**config.mk**
```make
export PLATFORM = sky130hd
export DESIGN_NAME = feeder_servo_advance_sequencer_top
export DESIGN_NICKNAME = d
export VERILOG_FILES = /design/src/hw/rtl/fsas_pkg.sv /design/src/hw/rtl/fsas_seq.sv /design/src/hw/rtl/fsas_pulse.sv /design/src/hw/rtl/feeder_servo_advance_sequencer_top.sv
export SDC_FILE = /design/constraint.sdc
export NUM_CORES = 2
export LEC_CHECK = 0
export BUFFER_PORTS_ARGS = -buffer_cell sky130_fd_sc_hd__buf_2
export CORE_UTILIZATION = 45
export CTS_CLUSTER_SIZE = 14
export DETAILED_ROUTE_END_ITERATION = 7
export GPL_ROUTABILITY_DRIVEN = 0
export SLEW_MARGIN = 30
export SYNTH_ARGS = -nofsm -noshare
export SYNTH_HDL_FRONTEND = slang
export SYNTH_SLANG_ARGS = --single-unit
```
**constraint.sdc**
```tcl
create_clock -name clk -period 11.64 [get_ports clk]
set_input_delay 1.746 -clock clk [delete_from_list [all_inputs] [get_ports clk]]
set_output_delay 1.746 -clock clk [all_outputs]
set_load 0.005 [all_outputs]
```
**src/hw/rtl/fsas_pkg.sv**
```systemverilog
// Shared types and constants for the feeder servo advance sequencer.
// Used by every module of the block; depends on nothing.
package fsas_pkg;

	// Request codes
	localparam logic [2:0] REQ_TICK    = 3'd0;
	localparam logic [2:0] REQ_ADVANCE = 3'd1;
	localparam logic [2:0] REQ_ENABLE  = 3'd2;
	localparam logic [2:0] REQ_DISABLE = 3'd3;
	localparam logic [2:0] REQ_RETRACT = 3'd4;

	// Motion state codes
	localparam logic [1:0] MODE_DISABLED = 2'd0;
	localparam logic [1:0] MODE_IDLE     = 2'd1;
	localparam logic [1:0] MODE_MOVING   = 2'd2;
	localparam logic [1:0] MODE_SETTLE   = 2'd3;

	// Feeder positions
	localparam logic [1:0] PLACE_RETRACT = 2'd0;
	localparam logic [1:0] PLACE_HALF    = 2'd1;
	localparam logic [1:0] PLACE_FULL    = 2'd2;

	// Servo output channel commands
	localparam logic [1:0] CHAN_NONE = 2'd0;
	localparam logic [1:0] CHAN_ON   = 2'd1;
	localparam logic [1:0] CHAN_OFF  = 2'd2;

	// Configuration register indexes
	localparam logic [2:0] REG_FULL_ANGLE = 3'd0;
	localparam logic [2:0] REG_HALF_ANGLE = 3'd1;
	localparam logic [2:0] REG_HOME_ANGLE = 3'd2;
	localparam logic [2:0] REG_RISE_SPEED = 3'd3;
	localparam logic [2:0] REG_FALL_SPEED = 3'd4;
	localparam logic [2:0] REG_SETTLE_MS  = 3'd5;
	localparam logic [2:0] REG_PULSE_MIN  = 3'd6;
	localparam logic [2:0] REG_PULSE_MAX  = 3'd7;

	// Feed length of one full advance, in mm
	localparam int ADVANCE_UNIT = 4;
	localparam logic [7:0] UNIT_LEN = 8'(ADVANCE_UNIT);
	localparam logic [7:0] HALF_LEN = 8'(ADVANCE_UNIT / 2);

	// Pulse width written on enable
	localparam logic [11:0] PULSE_ENABLE = 12'd310;
	localparam logic [11:0] PULSE_TOP    = 12'd4095;

	// Exact floor(n / 180) for n below 2**20: (n * RECIP_180) >> RECIP_SHIFT
	localparam int RECIP_SHIFT = 28;
	localparam logic [20:0] RECIP_180 = 21'((64'd1 << RECIP_SHIFT) / 180 + 1);

	typedef struct packed {
		logic [7:0]  full_angle;
		logic [7:0]  half_angle;
		logic [7:0]  home_angle;
		logic [15:0] rise_speed;
		logic [15:0] fall_speed;
		logic [15:0] settle_ms;
		logic [11:0] pulse_min;
		logic [11:0] pulse_max;
	} cfg_t;

	// Outcome of one sequencer step, before pulse mapping
	typedef struct packed {
		logic [7:0] deg;
		logic       upd;
		logic       pw_fix;
		logic [1:0] chan;
		logic       cyc;
		logic       ign;
		logic [1:0] mode;
	} step_res_t;

	// Load enables of the result pipeline
	typedef struct packed {
		logic s2;
		logic s3;
		logic s4;
		logic out;
	} stage_en_t;

endpackage

```
**src/hw/rtl/fsas_seq.sv**
```systemverilog
// Sequencer state and single-step update: ramp, settle and advance walk.
// Depends on fsas_pkg.
module fsas_seq (
	input  logic                  clk,
	input  logic                  arst_n,
	input  logic                  fire,
	input  logic [2:0]            req_type,
	input  logic [7:0]            advance_len,
	input  fsas_pkg::cfg_t        cfg,
	output fsas_pkg::step_res_t   res
);

	logic [15:0] an_q, at_q, sc_q;
	logic [1:0]  place_q, mode_q;
	logic [7:0]  ll_q;
	logic        dp_q;

	logic [15:0] n_an, n_at, n_sc;
	logic [1:0]  n_place, n_mode;
	logic [7:0]  n_ll;
	logic        n_dp;

	logic [15:0] sc_inc, sc_chk, a_next, b_start, b_tgt, b_next;
	logic        a_chg, b_chg, a_used, b_used, chk, apply_adv, tick_mv;
	logic [7:0]  ll_in, adv_deg, adv_ll;
	logic [1:0]  adv_place;
	logic        adv_mv;
	logic [1:0]  chan;
	logic        cyc, ign, pw_fix;

	// One millisecond of ramp toward the target
	function automatic logic [15:0] servo_next(input logic [15:0] now, input logic [15:0] tgt,
			input logic [15:0] rise, input logic [15:0] fall);
		logic [15:0] diff;
		diff = 16'd0;
		servo_next = now;
		if (now < tgt) begin
			diff = tgt - now;
			servo_next = (rise != 16'd0 && diff > rise) ? now + rise : tgt;
		end else if (now > tgt) begin
			diff = now - tgt;
			servo_next = (fall != 16'd0 && diff > fall) ? now - fall : tgt;
		end
	endfunction

	// Integer angle before a step; zero compares as 255 so it rewrites unless the new angle is 255
	function automatic logic [7:0] prev_deg(input logic [15:0] ang);
		prev_deg = (ang[15:8] == 8'd0) ? 8'd255 : ang[15:8];
	endfunction

	always_comb begin
		// ramp of a running move
		sc_inc = (sc_q != 16'hFFFF) ? sc_q + 16'd1 : sc_q;
		a_next = servo_next(an_q, at_q, cfg.rise_speed, cfg.fall_speed);
		a_chg  = a_next[15:8] != prev_deg(an_q);

		// choose the next position of the advance walk
		ll_in     = (req_type == fsas_pkg::REQ_ADVANCE) ? advance_len : ll_q;
		adv_mv    = 1'b0;
		adv_deg   = cfg.home_angle;
		adv_place = place_q;
		adv_ll    = ll_in;
		unique case (place_q)
			fsas_pkg::PLACE_RETRACT: begin
				if (ll_in >= fsas_pkg::UNIT_LEN) begin
					adv_mv    = 1'b1;
					adv_deg   = cfg.full_angle;
					adv_place = fsas_pkg::PLACE_FULL;
					adv_ll    = ll_in - fsas_pkg::UNIT_LEN;
				end else if (ll_in >= fsas_pkg::HALF_LEN) begin
					adv_mv    = 1'b1;
					adv_deg   = cfg.half_angle;
					adv_place = fsas_pkg::PLACE_HALF;
					adv_ll    = ll_in - fsas_pkg::HALF_LEN;
				end
			end
			fsas_pkg::PLACE_HALF: begin
				if (ll_in >= fsas_pkg::HALF_LEN) begin
					adv_mv    = 1'b1;
					adv_deg   = cfg.full_angle;
					adv_place = fsas_pkg::PLACE_FULL;
					adv_ll    = ll_in - fsas_pkg::HALF_LEN;
				end
			end
			fsas_pkg::PLACE_FULL: begin
				adv_mv    = 1'b1;
				adv_place = fsas_pkg::PLACE_RETRACT;
			end
			default: ;
		endcase

		// first step of a new move; after a finished ramp it starts at the old target
		tick_mv = (req_type == fsas_pkg::REQ_TICK) && (mode_q == fsas_pkg::MODE_MOVING);
		b_start = tick_mv ? at_q : an_q;
		b_tgt   = {((req_type == fsas_pkg::REQ_RETRACT) ? cfg.home_angle : adv_deg), 8'd0};
		b_next  = servo_next(b_start, b_tgt, cfg.rise_speed, cfg.fall_speed);
		b_chg   = b_next[15:8] != prev_deg(b_start);

		n_an      = an_q;
		n_at      = at_q;
		n_sc      = sc_q;
		n_place   = place_q;
		n_mode    = mode_q;
		n_ll      = ll_q;
		n_dp      = dp_q;
		a_used    = 1'b0;
		b_used    = 1'b0;
		chk       = 1'b0;
		sc_chk    = sc_inc;
		apply_adv = 1'b0;
		chan      = fsas_pkg::CHAN_NONE;
		cyc       = 1'b0;
		ign       = 1'b0;
		pw_fix    = 1'b0;

		unique case (req_type)
			fsas_pkg::REQ_TICK: begin
				if (mode_q == fsas_pkg::MODE_MOVING) begin
					n_sc   = 16'd0;
					n_an   = a_next;
					a_used = 1'b1;
					if (a_next == at_q) begin
						n_mode = fsas_pkg::MODE_SETTLE;
						chk    = 1'b1;
						sc_chk = 16'd0;
					end
				end else if (mode_q != fsas_pkg::MODE_IDLE) begin
					n_sc = sc_inc;
					chk  = 1'b1;
				end
				// settle time elapsed: report a done cycle if one is owed, then idle or take the next step
				if (chk && sc_chk >= cfg.settle_ms) begin
					if (dp_q) begin
						n_dp = 1'b0;
						cyc  = 1'b1;
					end
					if (ll_q == 8'd0) begin
						if (mode_q != fsas_pkg::MODE_DISABLED) n_mode = fsas_pkg::MODE_IDLE;
					end else begin
						n_mode    = fsas_pkg::MODE_MOVING;
						apply_adv = 1'b1;
					end
				end
			end
			fsas_pkg::REQ_ADVANCE: begin
				if (advance_len != 8'd0) begin
					if (mode_q != fsas_pkg::MODE_IDLE) ign = 1'b1;
					else apply_adv = 1'b1;
				end
			end
			fsas_pkg::REQ_ENABLE: begin
				n_mode = fsas_pkg::MODE_IDLE;
				n_dp   = 1'b0;
				chan   = fsas_pkg::CHAN_ON;
				pw_fix = 1'b1;
			end
			fsas_pkg::REQ_DISABLE: begin
				n_mode = fsas_pkg::MODE_DISABLED;
				chan   = fsas_pkg::CHAN_OFF;
			end
			fsas_pkg::REQ_RETRACT: begin
				if (place_q == fsas_pkg::PLACE_FULL) begin
					n_at    = b_tgt;
					n_place = fsas_pkg::PLACE_RETRACT;
					n_mode  = fsas_pkg::MODE_MOVING;
					n_sc    = 16'd0;
					n_an    = b_next;
					b_used  = 1'b1;
				end
			end
			default: ;
		endcase

		// commit an advance step
		if (apply_adv) begin
			if (adv_mv) begin
				n_at    = b_tgt;
				n_place = adv_place;
				n_mode  = fsas_pkg::MODE_MOVING;
				n_sc    = 16'd0;
				n_an    = b_next;
				b_used  = 1'b1;
			end
			n_ll = adv_ll;
			if (adv_ll == 8'd0) n_dp = 1'b1;
		end

		// the later write of the step wins
		res.deg    = (b_used && b_chg) ? b_next[15:8] : a_next[15:8];
		res.upd    = (a_used && a_chg) || (b_used && b_chg);
		res.pw_fix = pw_fix;
		res.chan   = chan;
		res.cyc    = cyc;
		res.ign    = ign;
		res.mode   = n_mode;
	end

	// Advance sequencer state on each transfer out of the input stage
	always_ff @(posedge clk or negedge arst_n) begin
		if (!arst_n) begin
			an_q    <= 16'd0;
			at_q    <= 16'd0;
			sc_q    <= 16'd0;
			place_q <= fsas_pkg::PLACE_RETRACT;
			mode_q  <= fsas_pkg::MODE_DISABLED;
			ll_q    <= 8'd0;
			dp_q    <= 1'b0;
		end else if (fire) begin
			an_q    <= n_an;
			at_q    <= n_at;
			sc_q    <= n_sc;
			place_q <= n_place;
			mode_q  <= n_mode;
			ll_q    <= n_ll;
			dp_q    <= n_dp;
		end
	end

endmodule

```
**src/hw/rtl/fsas_pulse.sv**
```systemverilog
// Result pipeline: maps the integer angle onto the pulse range and saturates.
// Depends on fsas_pkg; stage loads are driven by the top level.
module fsas_pulse (
	input  logic                 clk,
	input  fsas_pkg::stage_en_t  en,
	input  fsas_pkg::step_res_t  res_in,
	input  fsas_pkg::cfg_t       cfg,
	output logic [11:0]          pulse_width,
	output logic                 pulse_update,
	output logic [1:0]           channel_cmd,
	output logic                 cycle_done,
	output logic                 advance_ignored,
	output logic [1:0]           motion_state
);

	localparam int QHI = fsas_pkg::RECIP_SHIFT + 12;

	fsas_pkg::step_res_t res_s2, res_s3, res_s4;
	logic [19:0] prod_s3;
	logic        neg_s3, neg_s4;
	logic [12:0] quot_s4;

	logic        span_neg;
	logic [11:0] span_mag;
	logic [19:0] prod;
	logic [40:0] wide;
	logic [14:0] sum;
	logic [11:0] sat;

	logic [11:0] pulse_width_q;
	logic        pulse_update_q, cycle_done_q, advance_ignored_q;
	logic [1:0]  channel_cmd_q, motion_state_q;

	always_comb begin
		// angle times span magnitude
		span_neg = cfg.pulse_max < cfg.pulse_min;
		span_mag = span_neg ? cfg.pulse_min - cfg.pulse_max : cfg.pulse_max - cfg.pulse_min;
		prod     = {12'd0, res_s2.deg} * {8'd0, span_mag};

		// divide by 180 through the reciprocal
		wide = {21'd0, prod_s3} * {20'd0, fsas_pkg::RECIP_180};

		// offset by pulse_min, truncating toward zero, then saturate
		sum = neg_s4 ? {3'd0, cfg.pulse_min} - {2'd0, quot_s4}
			: {3'd0, cfg.pulse_min} + {2'd0, quot_s4};
		if (sum[14]) sat = 12'd0;
		else if (sum[13:12] != 2'd0) sat = fsas_pkg::PULSE_TOP;
		else sat = sum[11:0];
	end

	// Stage registers; a stage loads only when the top lets it
	always_ff @(posedge clk) begin
		if (en.s2) res_s2 <= res_in;
		if (en.s3) begin
			res_s3  <= res_s2;
			prod_s3 <= prod;
			neg_s3  <= span_neg;
		end
		if (en.s4) begin
			res_s4  <= res_s3;
			quot_s4 <= wide[QHI:fsas_pkg::RECIP_SHIFT];
			neg_s4  <= neg_s3;
		end
		if (en.out) begin
			if (res_s4.pw_fix) pulse_width_q <= fsas_pkg::PULSE_ENABLE;
			else if (res_s4.upd) pulse_width_q <= sat;
			else pulse_width_q <= 12'd0;
			pulse_update_q    <= res_s4.upd || res_s4.pw_fix;
			channel_cmd_q     <= res_s4.chan;
			cycle_done_q      <= res_s4.cyc;
			advance_ignored_q <= res_s4.ign;
			motion_state_q    <= res_s4.mode;
		end
	end

	assign pulse_width     = pulse_width_q;
	assign pulse_update    = pulse_update_q;
	assign channel_cmd     = channel_cmd_q;
	assign cycle_done      = cycle_done_q;
	assign advance_ignored = advance_ignored_q;
	assign motion_state    = motion_state_q;

endmodule

```
**src/hw/rtl/feeder_servo_advance_sequencer_top.sv**
```systemverilog
// Top level of the feeder servo advance sequencer: handshakes, configuration
// registers and pipeline control. Depends on fsas_pkg, fsas_seq and fsas_pulse.

// One request enters per clock while the pipeline is not held by a stalled output,
// and its single result is registered in the input register, updates the
// sequencer state and passes three stages of pulse mapping into the output
// register. The sustained rate is one item per cycle while the output moves on,
// set by the update of the sequencer state, which feeds straight back to the next
// request; the pulse multiply and the divide by 180 are pipelined behind it. A
// stalled output holds the pipeline one stage at a time, so empty stages keep
// taking requests. Configuration is written through its own port, which is
// always ready, and should only change while no request is in flight.
module feeder_servo_advance_sequencer_top (
	input  logic        clk,
	input  logic        arst_n,
	input  logic        in_valid,
	output logic        in_ready,
	input  logic [2:0]  req_type,
	input  logic [7:0]  advance_len,
	output logic        out_valid,
	input  logic        out_ready,
	output logic [11:0] pulse_width,
	output logic        pulse_update,
	output logic [1:0]  channel_cmd,
	output logic        cycle_done,
	output logic        advance_ignored,
	output logic [1:0]  motion_state,
	input  logic        cfg_valid,
	output logic        cfg_ready,
	input  logic [2:0]  cfg_index,
	input  logic [15:0] cfg_data
);

	fsas_pkg::cfg_t      cfg_q;
	fsas_pkg::step_res_t step_res;
	fsas_pkg::stage_en_t en;

	logic [2:0] req_s1;
	logic [7:0] len_s1;
	logic       v_s1, v_s2, v_s3, v_s4, out_valid_q;
	logic       en_s1, fire;

	// Stage enables: a stage loads when it is empty or its successor moves on
	always_comb begin
		en.out = !out_valid_q || out_ready;
		en.s4  = !v_s4 || en.out;
		en.s3  = !v_s3 || en.s4;
		en.s2  = !v_s2 || en.s3;
		en_s1  = !v_s1 || en.s2;
		fire   = v_s1 && en.s2;
	end

	assign in_ready  = en_s1;
	assign out_valid = out_valid_q;
	assign cfg_ready = 1'b1;

	// Advance stage valids
	always_ff @(posedge clk or negedge arst_n) begin
		if (!arst_n) begin
			v_s1        <= 1'b0;
			v_s2        <= 1'b0;
			v_s3        <= 1'b0;
			v_s4        <= 1'b0;
			out_valid_q <= 1'b0;
		end else begin
			if (en_s1) v_s1 <= in_valid;
			if (en.s2) v_s2 <= v_s1;
			if (en.s3) v_s3 <= v_s2;
			if (en.s4) v_s4 <= v_s3;
			if (en.out) out_valid_q <= v_s4;
		end
	end

	// Capture the request on transfer
	always_ff @(posedge clk or negedge arst_n) begin
		if (!arst_n) begin
			req_s1 <= fsas_pkg::REQ_TICK;
			len_s1 <= 8'd0;
		end else if (en_s1) begin
			req_s1 <= req_type;
			len_s1 <= advance_len;
		end
	end

	// Configuration register writes
	always_ff @(posedge clk or negedge arst_n) begin
		if (!arst_n) begin
			cfg_q.full_angle <= 8'd80;
			cfg_q.half_angle <= 8'd40;
			cfg_q.home_angle <= 8'd0;
			cfg_q.rise_speed <= 16'd0;
			cfg_q.fall_speed <= 16'd0;
			cfg_q.settle_ms  <= 16'd240;
			cfg_q.pulse_min  <= 12'd100;
			cfg_q.pulse_max  <= 12'd500;
		end else if (cfg_valid) begin
			unique case (cfg_index)
				fsas_pkg::REG_FULL_ANGLE: cfg_q.full_angle <= cfg_data[7:0];
				fsas_pkg::REG_HALF_ANGLE: cfg_q.half_angle <= cfg_data[7:0];
				fsas_pkg::REG_HOME_ANGLE: cfg_q.home_angle <= cfg_data[7:0];
				fsas_pkg::REG_RISE_SPEED: cfg_q.rise_speed <= cfg_data;
				fsas_pkg::REG_FALL_SPEED: cfg_q.fall_speed <= cfg_data;
				fsas_pkg::REG_SETTLE_MS:  cfg_q.settle_ms  <= cfg_data;
				fsas_pkg::REG_PULSE_MIN:  cfg_q.pulse_min  <= cfg_data[11:0];
				fsas_pkg::REG_PULSE_MAX:  cfg_q.pulse_max  <= cfg_data[11:0];
			endcase
		end
	end

	fsas_seq u_seq (
		.clk         (clk),
		.arst_n      (arst_n),
		.fire        (fire),
		.req_type    (req_s1),
		.advance_len (len_s1),
		.cfg         (cfg_q),
		.res         (step_res)
	);

	fsas_pulse u_pulse (
		.clk             (clk),
		.en              (en),
		.res_in          (step_res),
		.cfg             (cfg_q),
		.pulse_width     (pulse_width),
		.pulse_update    (pulse_update),
		.channel_cmd     (channel_cmd),
		.cycle_done      (cycle_done),
		.advance_ignored (advance_ignored),
		.motion_state    (motion_state)
	);

endmodule

```
==> results.json <==
{
  "initial_core_util_pct": 45.7,
  "rsz0062_at_grt": "no",
  "yosys-top-cells-area": "ha_1 18%, dfrtp_1 12%, fa_1 12%",
  "syn_nets": 4164,
  "htreeDepth": 1,
  "die-area_mm2": 0.0711,
  "fin_setup_tns_ns": 0,
  "syn_area_mm2": 0.0315,
  "yosysWarnings": 0,
  "antenna_cells": 0,
  "place_inst": 4394,
  "worst_skew_pair.late_latency_ns": 0.61,
  "postCtsSetupRepairBufs": 0,
  "clk_path_buf_depth": 3,
  "die_h_um": 267,
  "via_per_inst": 5.81,
  "finalCriticalPeriod_ns": 10.80,
  "synth_top_area_share_pct": 18.1,
  "grt_pass1_vias": 25200,
  "status": "finished, final reports clean",
  "cp.required_ns": 12.18,
  "cp_slowest_stage_delay_ns": 0.67,
  "numCtsBuffers": 31,
  "ant_nets": 0,
  "arrival_ns": 11.34,
  "portBuffers": 55,
  "grt_pass1_wl_um": 150000,
  "area_growth_pct": 7.70,
  "drt_wl_total_um": 97500,
  "synth_edf_count": 83,
  "slew_violations": 0,
  "grtUsageTotal_pct": 27.4,
  "drc_errors": 0,
  "setup_viol": 0,
  "skew_ns": 0.0232,
  "synth_top_area_cell": "ha_1",
  "clock-root-buffer": "clkbuf_16",
  "cp-end-kind": "flop",
  "slowest_stage": "a41oi_1",
  "cts_tree": "done",
  "synth-seq-cells": 256,
  "crit_type": "reg -> reg",
  "crit_fanout": 28,
  "drt_iter0_drc": 1947,
  "worst_pin_slew_ns": 1.03,
  "ys_types": 104,
  "avgRoutedWirePerCell_um": 21.9,
  "hold_class": "reg -> reg",
  "rows": 96,
  "fillers": 6702,
  "grt_max_degree": 82,
  "fmax_ghz": 0.0926,
  "period_share_pct": 92.8,
  "dr.pass1.iters": 7,
  "post-dp-hpwl_um": 77800,
  "relSlewSlack_pct": 30.8,
  "crit_path_start_kind": "flop",
  "cts_resized": 0,
  "fin_cells": 4454,
  "postSynthCellCount": 3482,
  "async_flop_share_pct": 67.6,
  "ys.flop_type": "dfrtp_1",
  "vias": 25900,
  "nets": 4180,
  "grt_overflow": 0,
  "timing.max_cap.violations": 0,
  "hold_buffers": 0,
  "fp.dieW_um": 267,
  "drive_gt1_share_pct": 9.48,
  "antenna_found_initial": 3,
  "post_synth.cell_area_avg_um2": 9.05,
  "path_common_cell": "a21o_1",
  "clock-sinks": 256,
  "io_pins": 57,
  "hold_violations": 0,
  "coreArea_mm2": 0.0689,
  "clk_pin_slew_ns": 0.06,
  "ys_seq_area_share_pct": 21.7
}
logic make-up after synthesis:
kind of cell,Yosys count,synth area share (%)
mux,153,5.35
buf+inv,582,7.08
flops,256,21.7
other cells,1,0.0119
xor+xnor,177,5.09
compound gates,807,17.0
simple gates,857,13.5
fa+ha+maj,649,30.3
layout make-up:
class / count / area [um^2] / area share, %
multi-input combinational: 2644 / 22500 / 66.2
sequential: 256 / 6840 / 20.2
inverter: 468 / 1760 / 5.18
tap: 931 / 1160 / 3.43
clock buffer: 42 / 890 / 2.62
timing repair buffer: 97 / 609 / 1.80
clock inverter: 16 / 196 / 0.579
layout by cell type (no fill, tap or decap), types with 62 or more instances in the layout:
cell,instances
inv_1,463
ha_1,456
a21oi_1,238
nand2_1,226
nor2_1,209
fa_1,191
o21ai_0,162
dfrtp_1,156
xnor2_1,116
mux2_2,114
edfxtp_1,83
a21o_1,76
nand3_1,67
nor3_1,63
and2_1,62
per-stage QoR:
stage,instance area [um^2],hold WS (ns),utilization [%],setup WS [ns]
after CTS,33900,0.419,49.2,1.14
after floorplan,31500,0.400,-,2.79
after detailed placement,32800,0.405,47.6,1.18
final,33900,0.419,49.2,0.840
after global placement,32800,0.402,47.6,1.32
after global routing,33900,0.423,49.2,0.189
sequential cells by signal, summed over array words and instances, names as in the netlist, 2 cells and up:
| signal | count |
|---|---|
| u_pulse.res_s2 | 15 |
| u_seq.mode_q | 2 |
| u_seq.ll_q | 8 |
| u_pulse.quot_s4 | 13 |
| u_seq.at_q | 16 |
| u_pulse.res_s4 | 7 |
| u_pulse.prod_s3 | 20 |
| cfg_q | 96 |
| u_seq.sc_q | 16 |
| u_pulse.pulse_width | 12 |
| u_pulse.motion_state | 2 |
| u_pulse.channel_cmd | 2 |
| len_s1 | 8 |
| u_seq.place_q | 2 |
| u_pulse.res_s3 | 7 |
| u_seq.an_q | 16 |
| req_s1 | 3 |
metal layers:
metal | wire length (um) | track usage, % | up-vias
met2 | 44100 | 44.4 | 874
li1 | - | - | 12200
met3 | 6620 | 4.68 | 236
met4 | 4450 | 10.8 | 2
met5 | 13 | 0 | -
met1 | 42200 | 36.3 | 12600
worst max-delay path, delay by kind of cell (launching register included):
family                   cells  cell delay, ns
AO/OA/AOI/OAI               27            6.73
XOR/XNOR                     1            0.15
adder cells (fa/ha/maj)      3            0.93
buffers and inverters        2            0.60
flip-flops                   1            0.48
AND/OR/NAND/NOR              7            1.78
Yosys cell counts, drive strengths merged, types with 64 or more instances:
cell type    n
a21o        76
a21oi      239
clkbuf      87
dfrtp      156
edfxtp      83
fa         191
ha         456
inv        464
mux2       117
nand2      228
nand3       70
nor2       210
nor3        64
o21ai      169
xnor2      116
path summary, 6_finish.rpt:
kind | from | endpoint | slack [ns] | depth (start not counted)
setup / recovery | u_seq.at_q[1] | u_seq.an_q[8] | 0.84 | 40
hold / removal | u_pulse.res_s2[5] | u_pulse.res_s3[5] | 0.42 | 0
setup reg to reg | u_seq.at_q[1] | u_seq.an_q[8] | 0.84 | 40
hold reg to reg | u_pulse.res_s2[5] | u_pulse.res_s3[5] | 0.42 | 0
max in group asynchronous | arst_n | cfg_q[50] | 9.19 | 2
min in group asynchronous | arst_n | len_s1[3] | 1.17 | 1
Power is not shown: default switching activity piles up to over one toggle a cycle in this logic, so the estimate is an artifact.
